===== config.mk =====
export PLATFORM = sky130hd
export DESIGN_NAME = sbi_ctrl
export DESIGN_NICKNAME = d
export VERILOG_FILES = /design/src/rtl/sbi_pkg.sv /design/src/rtl/sbi_ctrl.sv
export SDC_FILE = /design/constraint.sdc
export NUM_CORES = 1
export LEC_CHECK = 0
export ABC_AREA = 1
export BUFFER_PORTS_ARGS = -buffer_cell sky130_fd_sc_hd__buf_2
export CORE_MARGIN = 2
export CORE_UTILIZATION = 39
export DETAILED_ROUTE_END_ITERATION = 8
export GPL_TIMING_DRIVEN = 0
export PLACE_DENSITY = 0.55
export SYNTH_ARGS = -nofsm -noshare
export SYNTH_HDL_FRONTEND = slang
export SYNTH_SLANG_ARGS = --single-unit

===== constraint.sdc =====
create_clock -name clock -period 2.1 [get_ports clock]
set_input_delay 0.105 -clock clock [delete_from_list [all_inputs] [get_ports clock]]
set_output_delay 0.105 -clock clock [all_outputs]
set_load 0.01 [all_outputs]

===== src/rtl/sbi_pkg.sv =====
package sbi_pkg;

   localparam int CodeDepthDefault   = 4096;
   localparam int StackDepthDefault  = 256;
   localparam int LocalsDepthDefault = 256;

   localparam int CsrWidth = 13;

   // instructions a run may execute before it is dropped
   localparam int WatchdogSteps = 4194304;

   localparam logic [1:0] MODE_CODE  = 2'd0;
   localparam logic [1:0] MODE_LOCAL = 2'd1;
   localparam logic [1:0] MODE_RUN   = 2'd2;

   localparam logic [1:0] CSR_CODE_LENGTH  = 2'd0;
   localparam logic [1:0] CSR_STACK_LIMIT  = 2'd1;
   localparam logic [1:0] CSR_LOCALS_LIMIT = 2'd2;

   localparam logic [1:0] ST_OK      = 2'd0;
   localparam logic [1:0] ST_INVALID = 2'd1;
   localparam logic [1:0] ST_ARITH   = 2'd2;

   localparam logic [7:0] OP_PUSH     = 8'd0;
   localparam logic [7:0] OP_LOAD     = 8'd1;
   localparam logic [7:0] OP_STORE    = 8'd2;
   localparam logic [7:0] OP_ADD      = 8'd3;
   localparam logic [7:0] OP_SUB      = 8'd4;
   localparam logic [7:0] OP_MUL      = 8'd5;
   localparam logic [7:0] OP_AND      = 8'd6;
   localparam logic [7:0] OP_OR       = 8'd7;
   localparam logic [7:0] OP_XOR      = 8'd8;
   localparam logic [7:0] OP_SHL      = 8'd9;
   localparam logic [7:0] OP_SAR      = 8'd10;
   localparam logic [7:0] OP_SHR      = 8'd11;
   localparam logic [7:0] OP_DIV      = 8'd12;
   localparam logic [7:0] OP_REM      = 8'd13;
   localparam logic [7:0] OP_NEG      = 8'd14;
   localparam logic [7:0] OP_IF_EQ    = 8'd15;
   localparam logic [7:0] OP_IF_LE    = 8'd20;
   localparam logic [7:0] OP_IFCMP_EQ = 8'd21;
   localparam logic [7:0] OP_IFCMP_LE = 8'd26;
   localparam logic [7:0] OP_GOTO     = 8'd27;
   localparam logic [7:0] OP_RETURN   = 8'd28;

   localparam logic [2:0] CMP_EQ = 3'd0;
   localparam logic [2:0] CMP_NE = 3'd1;
   localparam logic [2:0] CMP_LT = 3'd2;
   localparam logic [2:0] CMP_GE = 3'd3;
   localparam logic [2:0] CMP_GT = 3'd4;

   typedef struct packed {
      logic       code_wr;
      logic       loc_wr;
      logic       run_start;
      logic       op_load;
      logic       pc_inc;
      logic       pc_jump;
      logic       acc_shift;
      logic       r_load;
      logic       rd_far;
      logic       push;
      logic       replace;
      logic       neg;
      logic       store;
      logic       pop1;
      logic       pop2;
      logic       div_start;
      logic       emit;
      logic [1:0] emit_status;
   } cmd_type;

   typedef struct packed {
      logic [7:0] op;
      logic       pc_lt_len;
      logic       opnd_fits;
      logic       sp_lt_limit;
      logic       sp_ge1;
      logic       sp_ge2;
      logic       idx_ok;
      logic       tgt_ok;
      logic       taken;
      logic       r_zero;
      logic       div_done;
   } sts_type;

   function automatic logic is_branch1(input logic [7:0] op);
      return op >= OP_IF_EQ && op <= OP_IF_LE;
   endfunction

   function automatic logic is_branch2(input logic [7:0] op);
      return op >= OP_IFCMP_EQ && op <= OP_IFCMP_LE;
   endfunction

   function automatic logic is_binary(input logic [7:0] op);
      return op >= OP_ADD && op <= OP_REM;
   endfunction

   function automatic logic is_divide(input logic [7:0] op);
      return op == OP_DIV || op == OP_REM;
   endfunction

   function automatic logic has_operand(input logic [7:0] op);
      return op == OP_PUSH || op == OP_LOAD || op == OP_STORE || op == OP_GOTO
             || is_branch1(op) || is_branch2(op);
   endfunction

   // u16 operands for local access, u32 for everything else
   function automatic logic [2:0] opnd_bytes(input logic [7:0] op);
      return (op == OP_LOAD || op == OP_STORE) ? 3'd2 : 3'd4;
   endfunction

endpackage


===== src/rtl/sbi_ctrl.sv =====
module sbi_ctrl (
   input  logic             clock,
   input  logic             reset,
   input  logic             start,
   input  logic [1:0]       req_mode,
   output logic             busy,
   output sbi_pkg::cmd_type cmd,
   input  sbi_pkg::sts_type sts
);

   typedef enum logic [10:0] {
      S_IDLE     = 11'b000_0000_0001,
      S_FETCH    = 11'b000_0000_0010,
      S_DECODE   = 11'b000_0000_0100,
      S_DISPATCH = 11'b000_0000_1000,
      S_OPND     = 11'b000_0001_0000,
      S_CHK      = 11'b000_0010_0000,
      S_RD1      = 11'b000_0100_0000,
      S_RD2      = 11'b000_1000_0000,
      S_EXEC     = 11'b001_0000_0000,
      S_DIV      = 11'b010_0000_0000,
      S_LDW      = 11'b100_0000_0000
   } state_type;

   state_type   state_ff, state_in;
   logic [1:0]  cnt_ff, cnt_in;
   logic [22:0] steps_ff, steps_in;
   logic        last;
   logic [7:0]  op;

   assign op   = sts.op;
   assign last = cnt_ff == 2'(sbi_pkg::opnd_bytes(op) - 3'd1);
   assign busy = state_ff != S_IDLE;

   always_comb begin
      cmd      = '0;
      state_in = state_ff;
      cnt_in   = cnt_ff;
      steps_in = steps_ff;
      unique case (state_ff)
         S_IDLE: begin
            if (start) begin
               cmd.code_wr = req_mode == sbi_pkg::MODE_CODE;
               cmd.loc_wr  = req_mode == sbi_pkg::MODE_LOCAL;
               if (req_mode == sbi_pkg::MODE_RUN) begin
                  cmd.run_start = 1'b1;
                  steps_in      = '0;
                  state_in      = S_FETCH;
               end
            end
         end
         S_FETCH: begin
            if (sts.pc_lt_len) begin
               if (steps_ff == 23'(sbi_pkg::WatchdogSteps)) begin
                  // runaway program: drop the run without a result
                  state_in = S_IDLE;
               end else begin
                  cmd.pc_inc = 1'b1;
                  steps_in   = steps_ff + 23'd1;
                  state_in   = S_DECODE;
               end
            end else begin
               cmd.emit        = 1'b1;
               cmd.emit_status = sbi_pkg::ST_INVALID;
               state_in        = S_IDLE;
            end
         end
         S_DECODE: begin
            cmd.op_load = 1'b1;
            state_in    = S_DISPATCH;
         end
         S_DISPATCH: begin
            cnt_in = '0;
            if (sbi_pkg::has_operand(op) && sts.opnd_fits) begin
               cmd.pc_inc = 1'b1;
               state_in   = S_OPND;
            end else if ((sbi_pkg::is_binary(op) && sts.sp_ge2)
                         || ((op == sbi_pkg::OP_NEG || op == sbi_pkg::OP_RETURN)
                             && sts.sp_ge1)) begin
               state_in = S_RD1;
            end else begin
               cmd.emit        = 1'b1;
               cmd.emit_status = sbi_pkg::ST_INVALID;
               state_in        = S_IDLE;
            end
         end
         S_OPND: begin
            cmd.acc_shift = 1'b1;
            if (last) begin
               state_in = S_CHK;
            end else begin
               cmd.pc_inc = 1'b1;
               cnt_in     = cnt_ff + 2'd1;
            end
         end
         S_CHK: begin
            cmd.emit        = 1'b1;
            cmd.emit_status = sbi_pkg::ST_INVALID;
            state_in        = S_IDLE;
            if (op == sbi_pkg::OP_PUSH && sts.sp_lt_limit) begin
               cmd.emit = 1'b0;
               cmd.push = 1'b1;
               state_in = S_FETCH;
            end else if (op == sbi_pkg::OP_LOAD && sts.idx_ok && sts.sp_lt_limit) begin
               cmd.emit = 1'b0;
               state_in = S_LDW;
            end else if ((op == sbi_pkg::OP_STORE && sts.idx_ok && sts.sp_ge1)
                         || (sbi_pkg::is_branch1(op) && sts.sp_ge1)
                         || (sbi_pkg::is_branch2(op) && sts.sp_ge2)) begin
               cmd.emit = 1'b0;
               state_in = S_RD1;
            end else if (op == sbi_pkg::OP_GOTO && sts.tgt_ok) begin
               cmd.emit    = 1'b0;
               cmd.pc_jump = 1'b1;
               state_in    = S_FETCH;
            end
         end
         S_LDW: begin
            cmd.push = 1'b1;
            state_in = S_FETCH;
         end
         S_RD1: begin
            state_in = S_RD2;
         end
         S_RD2: begin
            cmd.r_load = 1'b1;
            cmd.rd_far = 1'b1;
            state_in   = S_EXEC;
         end
         S_EXEC: begin
            state_in = S_FETCH;
            if (sbi_pkg::is_divide(op)) begin
               if (sts.r_zero) begin
                  cmd.emit        = 1'b1;
                  cmd.emit_status = sbi_pkg::ST_ARITH;
                  state_in        = S_IDLE;
               end else begin
                  cmd.div_start = 1'b1;
                  state_in      = S_DIV;
               end
            end else if (sbi_pkg::is_binary(op)) begin
               cmd.replace = 1'b1;
            end else if (op == sbi_pkg::OP_NEG) begin
               cmd.neg = 1'b1;
            end else if (op == sbi_pkg::OP_STORE) begin
               cmd.store = 1'b1;
            end else if (op == sbi_pkg::OP_RETURN) begin
               cmd.emit        = 1'b1;
               cmd.emit_status = sbi_pkg::ST_OK;
               state_in        = S_IDLE;
            end else begin
               // conditional branches: operands already in hand, pop them
               cmd.pop1 = sbi_pkg::is_branch1(op);
               cmd.pop2 = sbi_pkg::is_branch2(op);
               if (sts.taken) begin
                  if (sts.tgt_ok) begin
                     cmd.pc_jump = 1'b1;
                  end else begin
                     cmd.emit        = 1'b1;
                     cmd.emit_status = sbi_pkg::ST_INVALID;
                     state_in        = S_IDLE;
                  end
               end
            end
         end
         S_DIV: begin
            if (sts.div_done) begin
               cmd.replace = 1'b1;
               state_in    = S_FETCH;
            end
         end
         default: begin
            state_in = S_IDLE;
         end
      endcase
   end

   always_ff @(posedge clock) begin
      if (reset) begin
         state_ff <= S_IDLE;
         cnt_ff   <= '0;
         steps_ff <= '0;
      end else begin
         state_ff <= state_in;
         cnt_ff   <= cnt_in;
         steps_ff <= steps_in;
      end
   end

   a_run_fetches: assert property (@(posedge clock) disable iff (reset)
      (state_ff == S_IDLE && start && req_mode == sbi_pkg::MODE_RUN) |=> state_ff == S_FETCH)
      else $error("run word did not start fetching");

   a_emit_ends_run: assert property (@(posedge clock) disable iff (reset)
      cmd.emit |=> state_ff == S_IDLE)
      else $error("result issued but run continues");

   a_pc_single_update: assert property (@(posedge clock) disable iff (reset)
      !(cmd.pc_jump && cmd.pc_inc))
      else $error("pc jump and increment together");

   a_div_waits: assert property (@(posedge clock) disable iff (reset)
      (state_ff == S_DIV && !sts.div_done) |=> state_ff == S_DIV)
      else $error("left divide wait early");

endmodule


; ---- Word level (Yosys, flattened, before mapping)
; Index checks and enable logic that the tools add are counted.
[totals]
in_bits = 23
output_inout_bits = 20
mem_bits_ro = 0
latchBits = 0
ram_bits = 0
mem_count = 0
ff_bits = 36
word_cells = 157
[classes]
shift = 0
n_reduce_logical = 32
bitwise_logic = 0
n_eq_ne = 30
n_addsub = 3
n_mux = 83
div_mod_pow = 0
magnitude_cmp = 6
multipliers = 0
[ops]
columns = cell, count
row1 = two-way mux 11 bit, 13
row2 = one-hot mux 11 bit (11 select lines), 1
row3 = two-way mux 23 bit, 4
row4 = two-way mux 3 bit, 16
row5 = one-hot mux 23 bit (2 select lines), 1
row6 = two-way mux 1 bit, 29
row7 = "equality test 8 x 4 -> 1 bit, second input constant", 3
row8 = "adder 23 x 1 -> 23 bit, second input constant", 1
row9 = "equality test 23 bit, second input constant", 1
row10 = "equality test 8 x 5 -> 1 bit, second input constant", 2
row11 = "less-or-equal comparator 8 x 5 -> 1 bit, second input constant", 2
row12 = logical AND 1 bit, 14
row13 = two-way mux 2 bit, 7
row14 = two-way mux 7 bit, 2
row15 = "!= test 2 bit, second input constant", 7
row16 = one-hot mux 3 bit (4 select lines), 1
row17 = "equality test 11 x 1 -> 1 bit, second input constant", 1
row18 = "equality test 11 x 10 -> 1 bit, second input constant", 1
row19 = "equality test 11 bit, second input constant", 1
row20 = "equality test 11 x 2 -> 1 bit, second input constant", 1
row21 = "equality test 11 x 3 -> 1 bit, second input constant", 1
row22 = "equality test 11 x 4 -> 1 bit, second input constant", 1
row23 = "equality test 11 x 5 -> 1 bit, second input constant", 1
row24 = "equality test 11 x 6 -> 1 bit, second input constant", 1
row25 = 28 further kinds, 42

; ---- Longest topological paths before layout
[logic_depth]
ltp_word = 9
mapped_depth = 12
ltp_nobuf = 12

; ---- Worst setup path after synthesis
; Ideal clock, no wire load.
[synth_path]
kind = register to register
start = register steps_ff[0]
end = register steps_ff[18]
slack_ps = 496
n_path_buf = 1
path_stages_with_launch = 12
required_time_ps = 1968
setup_time_ps = 132
arrival_ps = 1472
synth_period_minus_slack_ps = 1604
path_cell_list = dfxtp_1 -> inv_1 -> ha_1 -> nand3_1 -> nor2_1 -> nand3_1 -> nor2_1 -> nor2_1 -> nand3_2 -> buf_6 -> nand2_1 -> a21oi_1
[synth_between]
elab_chain_cells = 4
word_cells_on_any_way = 7
cone_classes = add/sub (1) / eq/ne (2) / mux (3) / reduce/logical (1)
[synth_rtl]
columns = item, line
row1 = start: declaration, sbi_ctrl.sv:27  ; logic [22:0] steps_ff, steps_in;
row2 = start signal: assignment, sbi_ctrl.sv:186  ; steps_ff <= steps_in;
row3 = adder 23 x 1 -> 23 bit, sbi_ctrl.sv:59  ; steps_in = steps_ff + 23'd1;
row4 = two-way mux 23 bit, sbi_ctrl.sv:54  ; if (steps_ff == 23'(sbi_pkg::WatchdogSteps)) begin
row5 = two-way mux 23 bit, sbi_ctrl.sv:53  ; if (sts.pc_lt_len) begin
row6 = one-hot mux 23 bit (2 select lines), sbi_ctrl.sv:40  ; unique case (state_ff)
; Parallel ways exist; a longest one is shown, timed or not. The select of a mux whose other input is x is not followed.
; A chain may end at the register's enable or synchronous reset.

==> results summary <==
The TritonCTS clock tree is yes. The count of maximum capacitance violations came out at 0. The synthesized netlist net count came out at 584. The TritonCTS sink count came out at 36.

The minimum period implied by the final worst setup slack is 1.97 ns. The worst setup path is captured at a primary output. The data required time at the worst endpoint came out at 2.00 ns. The first TritonRoute pass finished after 4 iterations. The overall die height is 93.0 um. Along the worst path, the maximum fanout reaches 6. The synthesis-stage register bit count is 36. The slowest stage of the critical path belongs to the cell sky130_fd_sc_hd__dfxtp_2. In this run the critical register-to-register path is launched from state_ff[7]. The analysis attributes to cell leakage a power of 1.57 nW.

The maximum clock path buffer count came out at 2. The post-route clock period utilization came out at 0.940. The sum of net half-perimeters after detailed placement came out at 7380 um. The layout has 863 filler cells. In the global route stage, overall resource usage came out at 0.219. The total number of vias came out at 3579. Clock-pin slew was measured on the worst setup and hold paths at 0.08 ns. In the final timing run, aggregate negative setup slack is 0 ns. For the worst flop-to-flop path, the logic depth is 12. The maximum VDD drop is 0.000304 V.

The signal on the critical path passes through nor2_2 -> nand2_2 -> clkinv_4 -> buf_4 -> nand2_2 -> nor2_4 -> inv_1 -> nor2_2 -> nand3b_1 -> buf_2. The critical path ends at cmd[14]. In the post-synthesis netlist, the biggest area contributors are sky130_fd_sc_hd__dfxtp_1, sky130_fd_sc_hd__nand2_1, sky130_fd_sc_hd__nor2_1, sky130_fd_sc_hd__nand3_1, sky130_fd_sc_hd__inv_1. The number of port buffers came out at 41. The max-slew headroom at the worst pin is 0.599.

The number of antenna violations at the first check in global routing is 0. The share of post-route cells with drive strength above 1 is 0.158. The number of DRC violations after detailed-routing iteration 0 came out at 125. The floorplan die area came out at 8650 um^2.

Wires add up to 9240 um. The worst min-delay path category is input port to flip-flop. For this run, global-route usage on met2 was measured as 0.411. The reg2reg setup slack came out at 0.21 ns. Using the TritonRoute via totals, the vias-per-cell ratio works out to 5.00. Dividing the detail-routed wire length by the instance count gives 12.9 um. The number of core rows is 32. By startpoint and endpoint, the worst setup path is classified as flip-flop to primary output. The number of flops mapped to enable cells by yosys came out at 0.

43 I/O pins were placed. The initial standard-cell utilization of the core came out at 0.402. The pin slew with the least headroom to its limit is 0.601 ns. The synthesized instance count came out at 559.

For this design, the CTS-stage hold fixing added 0 buffers. The synthesis-to-layout area growth came out at 16.2%. The clock root buffer master is sky130_fd_sc_hd__clkbuf_8. The flow ran to the end, and the final reports show no timing, DRC or antenna violations. After synthesis, the share of flip-flops with an asynchronous set or reset is 0.

At the later pin of the worst-skew pair, clock insertion delay measures 0.30 ns. The number of max-slew violations in the final report is 0. The number of DRC violations after detailed routing is 0.

Entering global routing, the biggest net connects 13 pins. The maximum single-stage delay on the critical path came out at 0.33 ns. The number of warnings printed during yosys synthesis came out at 0. The chip width is 93.0 um.

Setup violations remaining at the end of the flow were counted as 0. The final clock skew came out at 0.0127 ns. The minimum hold slack came out at 0.120 ns.

Summed over all instances, the cell type with the most area after synthesis is sky130_fd_sc_hd__dfxtp_1. The proportion of netlist area held by the largest area contributor is 0.233. The part of the Yosys area used for sequential elements came out at 0.233. The final RePlAce weighted congestion is 0.861. The power per cell area is 549 nW/um^2. STA classifies the critical path startpoint as a flip-flop. A synthesized cell averages 5.53 um^2. For this run, the leading register cell type out of synthesis is sky130_fd_sc_hd__dfxtp_1. In this run the worst setup path begins at state_ff[7]. The global route total overflow is 0. After synthesis, the netlist uses 35 different library cells. For the worst setup path, the data arrival time is 1.87 ns. Clock tree synthesis inserted a total of 5 buffers. For met1 alone, demand over resource in global routing was 0.264.

The number of levels in the clock H-tree is 2. The layer with the highest usage is met2. The via count of the first global-routing pass is 3296. The repair_antennas step left the layout with diodes totalling 0. The number of failing hold endpoints at the final stage is 0. The first global-routing pass estimated 15200 um of wire. The area inside the core boundary is 7690 um^2.

In this run the critical register-to-register path is captured at steps_ff[22]. The achievable clock frequency came out at 507 MHz. After synthesis the cells add up to 3090 um^2.

For met3 alone, demand over resource in global routing was 0.0330. The detail route stage leaves a number of antenna-violating nets equal to 0. The total number of nets in the final design is 638.
## worst min path at each step
stage	startpoint	to	slack (ns)	depth (start not counted)
after global placement	sts[1]	state_ff[9]	0.42	4
after global routing	sts[0]	state_ff[9]	0.15	4
after CTS	sts[1]	state_ff[9]	0.11	4
after detailed placement	sts[1]	state_ff[9]	0.43	4
after floorplan	req_mode[0]	cmd[18]	0.26	1
final	sts[0]	state_ff[9]	0.12	4
## registers in the layout, summed over array words and instances, names as in the netlist
name / flops
steps_ff: 23
state_ff: 11
cnt_ff: 2
## Yosys cell counts, drive strengths merged, types with 3 or more instances
| library cell | instances |
|---|---|
| nand2 | 166 |
| nor2 | 124 |
| inv | 72 |
| nand3 | 65 |
| dfxtp | 36 |
| a21oi | 26 |
| nand4 | 18 |
| nor3 | 9 |
| xnor2 | 8 |
| o21ai | 7 |
| clkbuf | 5 |
| nand3b | 5 |
| buf | 3 |
## layout by cell type, fill, tap and decap left out, types with 2 or more instances in the layout
cell type,instances
sky130_fd_sc_hd__o21ai_0,5
sky130_fd_sc_hd__a21oi_1,24
sky130_fd_sc_hd__clkinv_4,3
sky130_fd_sc_hd__clkbuf_1,5
sky130_fd_sc_hd__nor2_4,5
sky130_fd_sc_hd__dfxtp_1,34
sky130_fd_sc_hd__inv_2,6
sky130_fd_sc_hd__ha_1,2
sky130_fd_sc_hd__clkbuf_8,5
sky130_fd_sc_hd__buf_2,41
sky130_fd_sc_hd__nand2_2,7
sky130_fd_sc_hd__nand2b_1,2
sky130_fd_sc_hd__nor3_1,9
sky130_fd_sc_hd__inv_1,66
sky130_fd_sc_hd__nand2_1,159
sky130_fd_sc_hd__dfxtp_2,2
sky130_fd_sc_hd__nor2_1,110
sky130_fd_sc_hd__nand3_2,2
sky130_fd_sc_hd__nand3_1,62
sky130_fd_sc_hd__buf_6,3
sky130_fd_sc_hd__xnor2_1,8
sky130_fd_sc_hd__buf_4,6
sky130_fd_sc_hd__nand4_1,17
sky130_fd_sc_hd__nand3b_1,5
sky130_fd_sc_hd__clkinv_2,2
sky130_fd_sc_hd__nor4_1,2
sky130_fd_sc_hd__a21oi_2,2
sky130_fd_sc_hd__nor2_2,9
## cell type report
type | instances | area [um^2] | area share
plain buffers | 8 | 48.8 | 0.0136
flip-flops and latches | 36 | 723 | 0.201
well taps | 102 | 128 | 0.0356
inverters | 74 | 288 | 0.0802
multi-input cells | 441 | 2060 | 0.574
clock inverters | 3 | 18.8 | 0.00523
repair buffers | 47 | 254 | 0.0708
clock buffers | 5 | 68.8 | 0.0192
## power by group
| part | internal [mW] | switching [mW] |
|---|---|---|
| sequential | 0.710 | 0.0346 |
| clock | 0.232 | 0.274 |
| combinational | 0.229 | 0.491 |
## routing by layer
layer / wire [um] / up-vias / part of all wire
met5: 0 / - / 0
met4: 112 / 0 / 0.012
met3: 437 / 10 / 0.047
met2: 4660 / 84 / 0.50
met1: 4030 / 1601 / 0.44
li1: - / 1884 / -
## critical path: cells and delay by family (launching register included)
family	cells	cell delay, ns
buf+inv	4	0.45
simple gates	6	0.80
flops	1	0.33
## stage by stage
stage / instance area [um^2] / setup slack (ns) / total power [mW] / utilization / std cells
6_report: 3590 / 0.126 / 1.97 / 0.467 / 716
3_3_place_gp: 3420 / 0.122 / 1.46 / 0.445 / 702
3_5_place_dp: 3420 / 0.105 / 1.47 / 0.445 / 702
4_1_cts: 3530 / 0.0172 / 1.98 / 0.459 / 712
5_1_grt: 3590 / -0.000991 / 2.12 / 0.467 / 716
2_1_floorplan: 3090 / 0.496 / 1.27 / - / 559
## cells by family (layout without fill, tap and decap cells)
| kind of cell | Yosys count | after routing | synth area share |
|---|---|---|---|
| flip-flops | 36 | 36 | 0.233 |
| AND/OR/NAND/NOR | 395 | 395 | 0.563 |
| adder cells (fa/ha/maj) | 2 | 2 | 0.00810 |
| XOR/XNOR | 9 | 9 | 0.0255 |
| AO/OA/AOI/OAI | 35 | 35 | 0.0615 |
| buffers and inverters | 82 | 137 | 0.109 |
## what timing repair did
item                       in CTS  in global routing
gates resized for setup         1                 12
setup endpoints to repair       2                  7
cloned                          0                  0
buffers inserted                2                  4
pin swaps                       2                  4
Note: power is estimated with default switching activity, not from simulation.
